## src/rtl/core/tts_pkg.sv

```systemverilog
// Shared types, constants and codes for the transport transmit session block.
// No dependencies; every other file in rtl/core except tts_ram imports this package.
package tts_pkg;

  // Payload store geometry: seven byte banks, one packet per row
  localparam int unsigned MAX_BYTES        = 2048;
  localparam int unsigned BYTES_PER_PACKET = 7;
  localparam int unsigned STORE_ROWS       = (MAX_BYTES + BYTES_PER_PACKET - 1) / BYTES_PER_PACKET;
  localparam int unsigned ROW_W            = $clog2(STORE_ROWS);

  // Divide-by-seven via reciprocal, exact for values below 4096
  localparam int unsigned DIV7_MUL   = 4682;
  localparam int unsigned DIV7_SHIFT = 15;

  localparam logic [7:0]  PAD_BYTE     = 8'hFF;
  localparam logic [10:0] LENGTH_LIMIT = 11'd1785;

  // Control bytes
  localparam logic [7:0] CTL_RTS   = 8'd16;
  localparam logic [7:0] CTL_CTS   = 8'd17;
  localparam logic [7:0] CTL_EOM   = 8'd19;
  localparam logic [7:0] CTL_BAM   = 8'd32;
  localparam logic [7:0] CTL_ABORT = 8'd255;

  // Abort codes carried in byte 1 of an abort frame
  localparam logic [7:0] ABT_CODE_TIMEOUT  = 8'd3;
  localparam logic [7:0] ABT_CODE_CONFIRM  = 8'd255;
  localparam logic [7:0] ABT_CODE_MISMATCH = 8'd1;

  typedef enum logic [2:0] {
    FN_LOAD    = 3'd0,
    FN_START   = 3'd1,
    FN_TICK    = 3'd2,
    FN_CONFIRM = 3'd3,
    FN_CONTROL = 3'd4
  } func_e;

  typedef enum logic [2:0] {
    CFG_LENGTH  = 3'd0,
    CFG_GROUP   = 3'd1,
    CFG_BCAST   = 3'd2,
    CFG_GAP     = 3'd3,
    CFG_T3      = 3'd4,
    CFG_T4      = 3'd5,
    CFG_CONFIRM = 3'd6
  } cfg_idx_e;

  // Session phases, one-hot
  typedef enum logic [4:0] {
    PH_IDLE      = 5'b00001,
    PH_SEND_DATA = 5'b00010,
    PH_WAIT_CONF = 5'b00100,
    PH_WAIT_CTS  = 5'b01000,
    PH_WAIT_EOM  = 5'b10000
  } phase_e;

  // Reported session_state codes
  localparam logic [2:0] ST_IDLE      = 3'd0;
  localparam logic [2:0] ST_SEND_DATA = 3'd3;
  localparam logic [2:0] ST_WAIT_CONF = 3'd4;
  localparam logic [2:0] ST_WAIT_CTS  = 3'd5;
  localparam logic [2:0] ST_WAIT_EOM  = 3'd6;

  typedef enum logic [1:0] {
    KIND_ANNOUNCE = 2'd0,
    KIND_REQUEST  = 2'd1,
    KIND_DATA     = 2'd2
  } kind_e;

  typedef enum logic [1:0] {
    RSN_NONE     = 2'd0,
    RSN_TIMEOUT  = 2'd1,
    RSN_CONFIRM  = 2'd2,
    RSN_MISMATCH = 2'd3
  } reason_e;

  // One input word as held in the input register
  typedef struct packed {
    logic [2:0]  func;
    logic [10:0] load_index;
    logic [7:0]  load_byte;
    logic        confirm_ok;
    logic [7:0]  rx_control;
    logic [7:0]  rx_count;
    logic [7:0]  rx_next;
    logic [23:0] rx_group;
  } item_t;

  // One result word
  typedef struct packed {
    logic        frame_send;
    logic        frame_is_data;
    logic        frame_to_global;
    logic [63:0] frame_bytes;
    logic [2:0]  session_state;
    logic [1:0]  abort_reason;
  } result_t;

  // Payload store access from the engine
  typedef struct packed {
    logic        we;
    logic [10:0] windex;
    logic [7:0]  wbyte;
    logic [7:0]  row_a;
    logic [7:0]  row_b;
  } store_req_t;

  function automatic logic [2:0] state_code(phase_e ph);
    logic [2:0] code;
    case (ph)
      PH_IDLE:      code = ST_IDLE;
      PH_SEND_DATA: code = ST_SEND_DATA;
      PH_WAIT_CONF: code = ST_WAIT_CONF;
      PH_WAIT_CTS:  code = ST_WAIT_CTS;
      PH_WAIT_EOM:  code = ST_WAIT_EOM;
      default:      code = ST_IDLE;
    endcase
    return code;
  endfunction

  // x / 7 for x below 3584 (so the quotient fits ROW_W bits), via reciprocal multiply
  function automatic logic [ROW_W-1:0] div7(logic [11:0] x);
    logic [25:0] prod;
    prod = 26'(x) * 26'(DIV7_MUL);
    return ROW_W'(prod >> DIV7_SHIFT);
  endfunction

endpackage

```

## src/rtl/core/tts_engine.sv

```systemverilog
// Session engine: config registers, session state and one-pass frame build.
// Depends on tts_pkg.
module tts_engine (
  input  logic                              clk_i,
  input  logic                              rst_ni,
  input  logic                              cfg_we_i,
  input  logic [2:0]                        cfg_idx_i,
  input  logic [23:0]                       cfg_wdata_i,
  input  logic                              fire_i,
  input  tts_pkg::item_t                    item_i,
  input  logic [tts_pkg::BYTES_PER_PACKET*8-1:0] row_a_i,
  input  logic [tts_pkg::BYTES_PER_PACKET*8-1:0] row_b_i,
  output tts_pkg::store_req_t               store_o,
  output tts_pkg::result_t                  res_o
);
  import tts_pkg::*;

  // Configuration
  logic [10:0] length_q;
  logic [23:0] group_q;
  logic        bcast_q;
  logic [15:0] gap_q, t3_q, t4_q, climit_q;

  // Session state
  phase_e      phase_q, phase_d;
  kind_e       kind_q, kind_d;
  logic [7:0]  cursor_q, cursor_d;
  logic [8:0]  wend_q, wend_d;
  logic [15:0] elapsed_q, elapsed_d;
  logic [15:0] wlimit_q, wlimit_d;

  logic [8:0]  ptotal;
  logic [10:0] offset;
  logic [BYTES_PER_PACKET*8-1:0] row;
  logic        use_inc, svc;
  logic [7:0]  next_pkt;
  logic [9:0]  win_end;
  result_t     res;

  assign ptotal = 9'(div7(12'(length_q) + 12'd6));
  assign row    = use_inc ? row_b_i : row_a_i;
  assign offset = 11'(cursor_d) * 11'(BYTES_PER_PACKET);

  always_ff @(posedge clk_i or negedge rst_ni) begin
    if (!rst_ni) begin
      length_q <= 11'd9;
      group_q  <= '0;
      bcast_q  <= 1'b0;
      gap_q    <= 16'd50;
      t3_q     <= 16'd1250;
      t4_q     <= 16'd1050;
      climit_q <= 16'd1000;
    end else if (cfg_we_i) begin
      case (cfg_idx_i)
        CFG_LENGTH:  length_q <= cfg_wdata_i[10:0];
        CFG_GROUP:   group_q  <= cfg_wdata_i;
        CFG_BCAST:   bcast_q  <= cfg_wdata_i[0];
        CFG_GAP:     gap_q    <= cfg_wdata_i[15:0];
        CFG_T3:      t3_q     <= cfg_wdata_i[15:0];
        CFG_T4:      t4_q     <= cfg_wdata_i[15:0];
        CFG_CONFIRM: climit_q <= cfg_wdata_i[15:0];
        default: ;
      endcase
    end
  end

  always_ff @(posedge clk_i or negedge rst_ni) begin
    if (!rst_ni) begin
      phase_q   <= PH_IDLE;
      kind_q    <= KIND_ANNOUNCE;
      cursor_q  <= '0;
      wend_q    <= '0;
      elapsed_q <= '0;
      wlimit_q  <= '0;
    end else if (fire_i) begin
      phase_q   <= phase_d;
      kind_q    <= kind_d;
      cursor_q  <= cursor_d;
      wend_q    <= wend_d;
      elapsed_q <= elapsed_d;
      wlimit_q  <= wlimit_d;
    end
  end

  // Next state and result for the word in the input register
  always_comb begin
    phase_d   = phase_q;
    kind_d    = kind_q;
    cursor_d  = cursor_q;
    wend_d    = wend_q;
    elapsed_d = elapsed_q;
    wlimit_d  = wlimit_q;
    res       = '0;
    use_inc   = 1'b0;
    svc       = 1'b0;
    next_pkt  = item_i.rx_next;
    win_end   = '0;

    if (fire_i) begin
      case (item_i.func)
        FN_START: begin
          if (phase_q == PH_IDLE && length_q != 11'd0 && length_q <= LENGTH_LIMIT) begin
            cursor_d  = '0;
            wend_d    = '0;
            elapsed_d = '0;
            res.frame_send      = 1'b1;
            res.frame_to_global = bcast_q;
            res.frame_bytes = {group_q, PAD_BYTE, 8'(ptotal), 5'd0, length_q[10:8],
                               length_q[7:0], bcast_q ? CTL_BAM : CTL_RTS};
            kind_d  = bcast_q ? KIND_ANNOUNCE : KIND_REQUEST;
            phase_d = PH_WAIT_CONF;
          end
        end
        FN_TICK: begin
          if (elapsed_q != 16'hFFFF) begin
            elapsed_d = elapsed_q + 16'd1;
          end
          if (phase_q == PH_SEND_DATA) begin
            svc = 1'b1;
          end else if (phase_q == PH_WAIT_CTS || phase_q == PH_WAIT_EOM) begin
            if (elapsed_d > wlimit_q) begin
              res.frame_send      = 1'b1;
              res.frame_to_global = bcast_q;
              res.frame_bytes = {group_q, {3{PAD_BYTE}}, ABT_CODE_TIMEOUT, CTL_ABORT};
              res.abort_reason    = RSN_TIMEOUT;
              phase_d = PH_IDLE;
            end
          end else if (phase_q == PH_WAIT_CONF) begin
            if (elapsed_d >= climit_q) begin
              res.frame_send      = 1'b1;
              res.frame_to_global = bcast_q;
              res.frame_bytes = {group_q, {3{PAD_BYTE}}, ABT_CODE_CONFIRM, CTL_ABORT};
              res.abort_reason    = RSN_CONFIRM;
              phase_d = PH_IDLE;
            end
          end
        end
        FN_CONFIRM: begin
          if (phase_q == PH_WAIT_CONF) begin
            if (item_i.confirm_ok) begin
              elapsed_d = '0;
              svc       = 1'b1;
              case (kind_q)
                KIND_ANNOUNCE: begin
                  cursor_d = '0;
                  wend_d   = ptotal;
                  phase_d  = PH_SEND_DATA;
                end
                KIND_REQUEST: begin
                  wlimit_d = t3_q;
                  phase_d  = PH_WAIT_CTS;
                end
                default: begin
                  phase_d  = PH_SEND_DATA;
                  cursor_d = cursor_q + 8'd1;
                  use_inc  = 1'b1;
                  if ({1'b0, cursor_d} >= wend_q) begin
                    if (bcast_q) begin
                      phase_d = PH_IDLE;
                    end else begin
                      wlimit_d = t3_q;
                      phase_d  = ({1'b0, cursor_d} < ptotal) ? PH_WAIT_CTS : PH_WAIT_EOM;
                    end
                  end
                end
              endcase
            end else begin
              phase_d = PH_IDLE;
            end
          end
        end
        FN_CONTROL: begin
          if (phase_q == PH_SEND_DATA) begin
            svc = 1'b1;
          end else if (phase_q == PH_WAIT_CTS || phase_q == PH_WAIT_EOM) begin
            if (item_i.rx_control == CTL_CTS) begin
              if (item_i.rx_group != group_q) begin
                res.frame_send      = 1'b1;
                res.frame_to_global = bcast_q;
                res.frame_bytes = {group_q, {3{PAD_BYTE}}, ABT_CODE_MISMATCH, CTL_ABORT};
                res.abort_reason    = RSN_MISMATCH;
                phase_d = PH_IDLE;
              end else if (item_i.rx_count == 8'd0) begin
                // Receiver stall: restart the wait with the T4 limit
                elapsed_d = '0;
                wlimit_d  = t4_q;
              end else begin
                if (next_pkt == 8'd0) begin
                  next_pkt = 8'd1;
                end
                cursor_d = next_pkt - 8'd1;
                win_end  = 10'(cursor_d) + 10'(item_i.rx_count);
                wend_d   = (win_end > 10'(ptotal)) ? ptotal : 9'(win_end);
                phase_d  = PH_SEND_DATA;
              end
            end else if (item_i.rx_control == CTL_ABORT ||
                         (item_i.rx_control == CTL_EOM && phase_q == PH_WAIT_EOM)) begin
              phase_d = PH_IDLE;
            end
          end
        end
        default: ;
      endcase

      // Data frame for the packet under the cursor, or idle past the end of the payload
      if (svc && phase_d == PH_SEND_DATA && !(bcast_q && elapsed_d < gap_q)) begin
        if (offset >= length_q) begin
          phase_d = PH_IDLE;
        end else begin
          res.frame_send      = 1'b1;
          res.frame_is_data   = 1'b1;
          res.frame_to_global = bcast_q;
          res.frame_bytes[7:0] = cursor_d + 8'd1;
          for (int i = 0; i < BYTES_PER_PACKET; i++) begin
            res.frame_bytes[8*(i+1) +: 8] =
              (offset + 11'(i) >= length_q) ? PAD_BYTE : row[8*i +: 8];
          end
          phase_d   = PH_WAIT_CONF;
          kind_d    = KIND_DATA;
          elapsed_d = '0;
        end
      end
    end

    res.session_state = state_code(phase_d);
  end

  assign res_o = res;

  // Store access: load writes, and reads for the cursor and the one after it
  always_comb begin
    store_o.we     = fire_i && item_i.func == FN_LOAD;
    store_o.windex = item_i.load_index;
    store_o.wbyte  = item_i.load_byte;
    store_o.row_a  = cursor_d;
    store_o.row_b  = cursor_d + 8'd1;
  end

endmodule
```

## config.mk

```make
export PLATFORM = sky130hd
export DESIGN_NAME = tts_engine
export DESIGN_NICKNAME = d
export VERILOG_FILES = /design/src/rtl/core/tts_pkg.sv /design/src/rtl/core/tts_engine.sv
export SDC_FILE = /design/constraint.sdc
export NUM_CORES = 1
export LEC_CHECK = 0
export BUFFER_PORTS_ARGS = -buffer_cell sky130_fd_sc_hd__buf_2
export CAP_MARGIN = 10
export CORE_MARGIN = 2
export CORE_UTILIZATION = 50
export CTS_CLUSTER_DIAMETER = 200
export DETAILED_ROUTE_END_ITERATION = 10
export GPL_ROUTABILITY_DRIVEN = 0
export PLACE_DENSITY_LB_ADDON = 0.3
export RECOVER_POWER = 50
export SYNTH_ARGS = -nofsm -noshare
export SYNTH_HDL_FRONTEND = slang
export SYNTH_SLANG_ARGS = --single-unit
```

## constraint.sdc

```tcl
create_clock -name clk_i -period 13.4 [get_ports clk_i]
set_input_delay 2.68 -clock clk_i [delete_from_list [all_inputs] [get_ports clk_i]]
set_output_delay 2.68 -clock clk_i [all_outputs]
set_load 0.05 [all_outputs]
```

==> metrics.txt <==
status finished with violations; failing checks max-capacitance violations, max-slew violations; slowest CP cell a21oi_1; pre-CTS setup slack 484 ps; crit path from item_i[36]; CTS Buf Count 17; # placed instances 2680; IO Port Bufs 283; DR vias/cell 6.00; MaxCap Viol Count 2; ys async rst share 100%; CTS tree yes; Reg2Reg Depth 26; CTS Hold Buffers Added 0; Pre-antenna DRT Iters 7; Peak VDD IR 0.000281 V; vias in the first global route 16240; Final period util 95.8%; crit-path max cell delay 640 ps; register area 0.00393 sq mm; core area 0.0335 sq mm; H-tree depth 4; Mapped Avg Cell Area 8.50 sq um; Syn. warnings 0; antenna-violating nets left 0; Initial Util 50.8%; Non-Filler Instances 2714; most frequent cells in the layout buf_2, nand2_1, ha_1; Worst Setup Start Kind input port; hold slack 501 ps; CP required 10720 ps; Final Hold Vio Count 0; Hold Crit Class reg2reg; Mapped Area 0.0170 sq mm; grt total ovfl 0; final setup vio count 0; setup ws final 563 ps; crit-path leading delay family simple AND/OR/NAND/NOR gates; reg2reg end wend_q[4]$_DFFE_PN0P_; CTS sink cnt 156; Slew headroom -238%; Top Ports 322; Die H 189 microns; area leader, netlist dfrtp_1; Clock Latency Late Sink 440 ps; Slew Limit Fails 159; clock transition at the registers of the reported paths 70 ps; Setup Fix Bufs, Post-CTS 0; hold wc startpoint wend_q[2]$_DFFE_PN0P_; CTS Root Cell clkbuf_16; largest net degree at the start of global routing 99; drt initial violations 1221; most frequent CP cell nor2_1; final wirelength 54.7 mm; layout cells sized above 1 22.2%; initial antenna violation count 1; floorplan row count 67; via count 16290; DR DRC count 0; nets 2735; Final TNS setup 0 ps; worst hold path endpoint wend_q[2]$_DFFE_PN0P_; Post-Synthesis Cells 2005; Primary FF master, synth dfrtp_1; Synth cell types 84; WS Path Type in2out; Crit Path Max Fanout 8; Yosys reg bits 156; EDFF count, synth 0; first-pass GRT wire length 86.3 mm; Fmax 77.9 MHz; CTS Buffer Depth 2; die area 0.0356 sq mm; clk_skew 13.3 ps; worst r2r src length_q[1]$_DFFE_PN0P_; wire per inst 20.1 microns; Worst Hold Path Cells 1; Yosys top cell area share 19.8%; Area contributors post-synth dfrtp_1, ha_1, mux2_2; flop2flop setup slack 4460 ps; P per Cell Area 302 mW/mm^2; most common cell after layout, fill and taps aside buf_2; RSZ-0062 raised after global routing false; worst-margin pin slew 5060 ps; FILL cells 3048; CP Capture Type output port; Tmin final 12840 ps; CP Buf/Inv Count 6; GRT Util Overall 30.6%; Multi-input gate area 0.0120 sq mm; die width 189 microns; register area share after synthesis 23.1%; Static Leak 0.00952 uW; area grow syn2layout 14.8%; placed wire-length estimate 43.0 mm; net count after synthesis 2488; CP arrival 10160 ps
==> worst max-delay path by stage <==
stage	end	slack [ps]	cells past startpoint
2_1_floorplan	res_o[10]	40	28
5_1_grt	res_o[67]	30	31
3_3_place_gp	res_o[21]	890	31
6_report	res_o[62]	560	31
4_1_cts	res_o[62]	460	32
3_5_place_dp	res_o[66]	480	32
==> worst register-to-register path, stage by stage (launching register included) <==
cell	delay, ps
dfrtp_1	430
inv_1	370
ha_1	340
nor3_1	80
xnor2_1	450
ha_1	360
ha_1	340
xor2_1	180
fa_1	530
inv_1	70
fa_1	530
inv_1	60
ha_1	330
a21oi_1	120
o21ai_0	290
a2111oi_4	570
nor3_2	120
a2111oi_4	440
xnor2_1	340
inv_1	200
ha_1	370
nand2_1	80
or4_1	530
o22ai_1	930
mux2i_1	370
o22ai_1	130
mux2_2	280
==> synth_stat cells (20+ instances only) <==
cell type / count
fa_1: 26
ha_1: 243
buf_4: 20
xor2_1: 34
a22o_1: 35
nand2b_1: 21
a31oi_1: 30
nand4_1: 25
mux2_2: 97
a21o_1: 39
inv_1: 171
clkbuf_1: 58
dfrtp_1: 135
nor2_1: 123
dfstp_2: 21
xnor2_1: 106
o21ai_0: 66
a21oi_1: 96
nand2_1: 246
nand3_1: 84
and3_1: 26
nor3_1: 31
==> through the flow <==
stage / power, uW / cell area [sq um] / utilization, %
floorplan: 4030 / 17000 / -
global placement: 5120 / 19000 / 56.6
detailed placement: 5280 / 19000 / 56.6
CTS: 5840 / 19600 / 58.4
global route: 6460 / 19600 / 58.3
finish: 5910 / 19600 / 58.3
==> state kept, by name (all words and copies together), names as in the netlist <==
| name | flops |
|---|---|
| bcast_q | 1 |
| wend_q | 9 |
| cursor_q | 8 |
| climit_q | 16 |
| kind_q | 2 |
| wlimit_q | 16 |
| phase_q | 5 |
| t3_q | 16 |
| group_q | 24 |
| length_q | 11 |
| elapsed_q | 16 |
| gap_q | 16 |
| t4_q | 16 |
==> cell families after synthesis <==
kind of cell	share of synthesized area (%)
and+or+nand+nor	17.2
muxes	6.88
xor gates and xnor gates	7.36
DFF	23.1
adders and majority gates	20.9
buffers and inverters	6.56
AOI/OAI and AO/OA	18.1
==> final cells by class <==
type	instances	area share, %
clock buffer	20	2.28
inverter	177	3.40
tap	448	2.87
antenna	1	0.0128
timing repair buffer	324	9.08
sequential	156	20.1
multi-input combinational	1576	61.4
clock inverter	12	0.844
==> what timing repair did <==
action                                 CTS  global route
endpoints found under the hold margin    0             0
setup endpoints to repair                0            33
gates resized for setup                  0             1
==> report_power, final <==
part / switching, uW / total, uW / internal [uW]
combinational: 2760 / 4680 / 1920
clock: 212 / 513 / 301
sequential: 115 / 718 / 603
total: 3080 / 5910 / 2830
==> per-layer routing <==
metal	track usage, %	part of all wire (%)	up-vias
li1	-	-	7610
met5	0	0	-
met2	51.8	47	790
met3	4.41	7.6	144
met4	13.4	4.4	0
met1	38.8	41	7746
No activity file was read; power rests on OpenSTA's default activity.
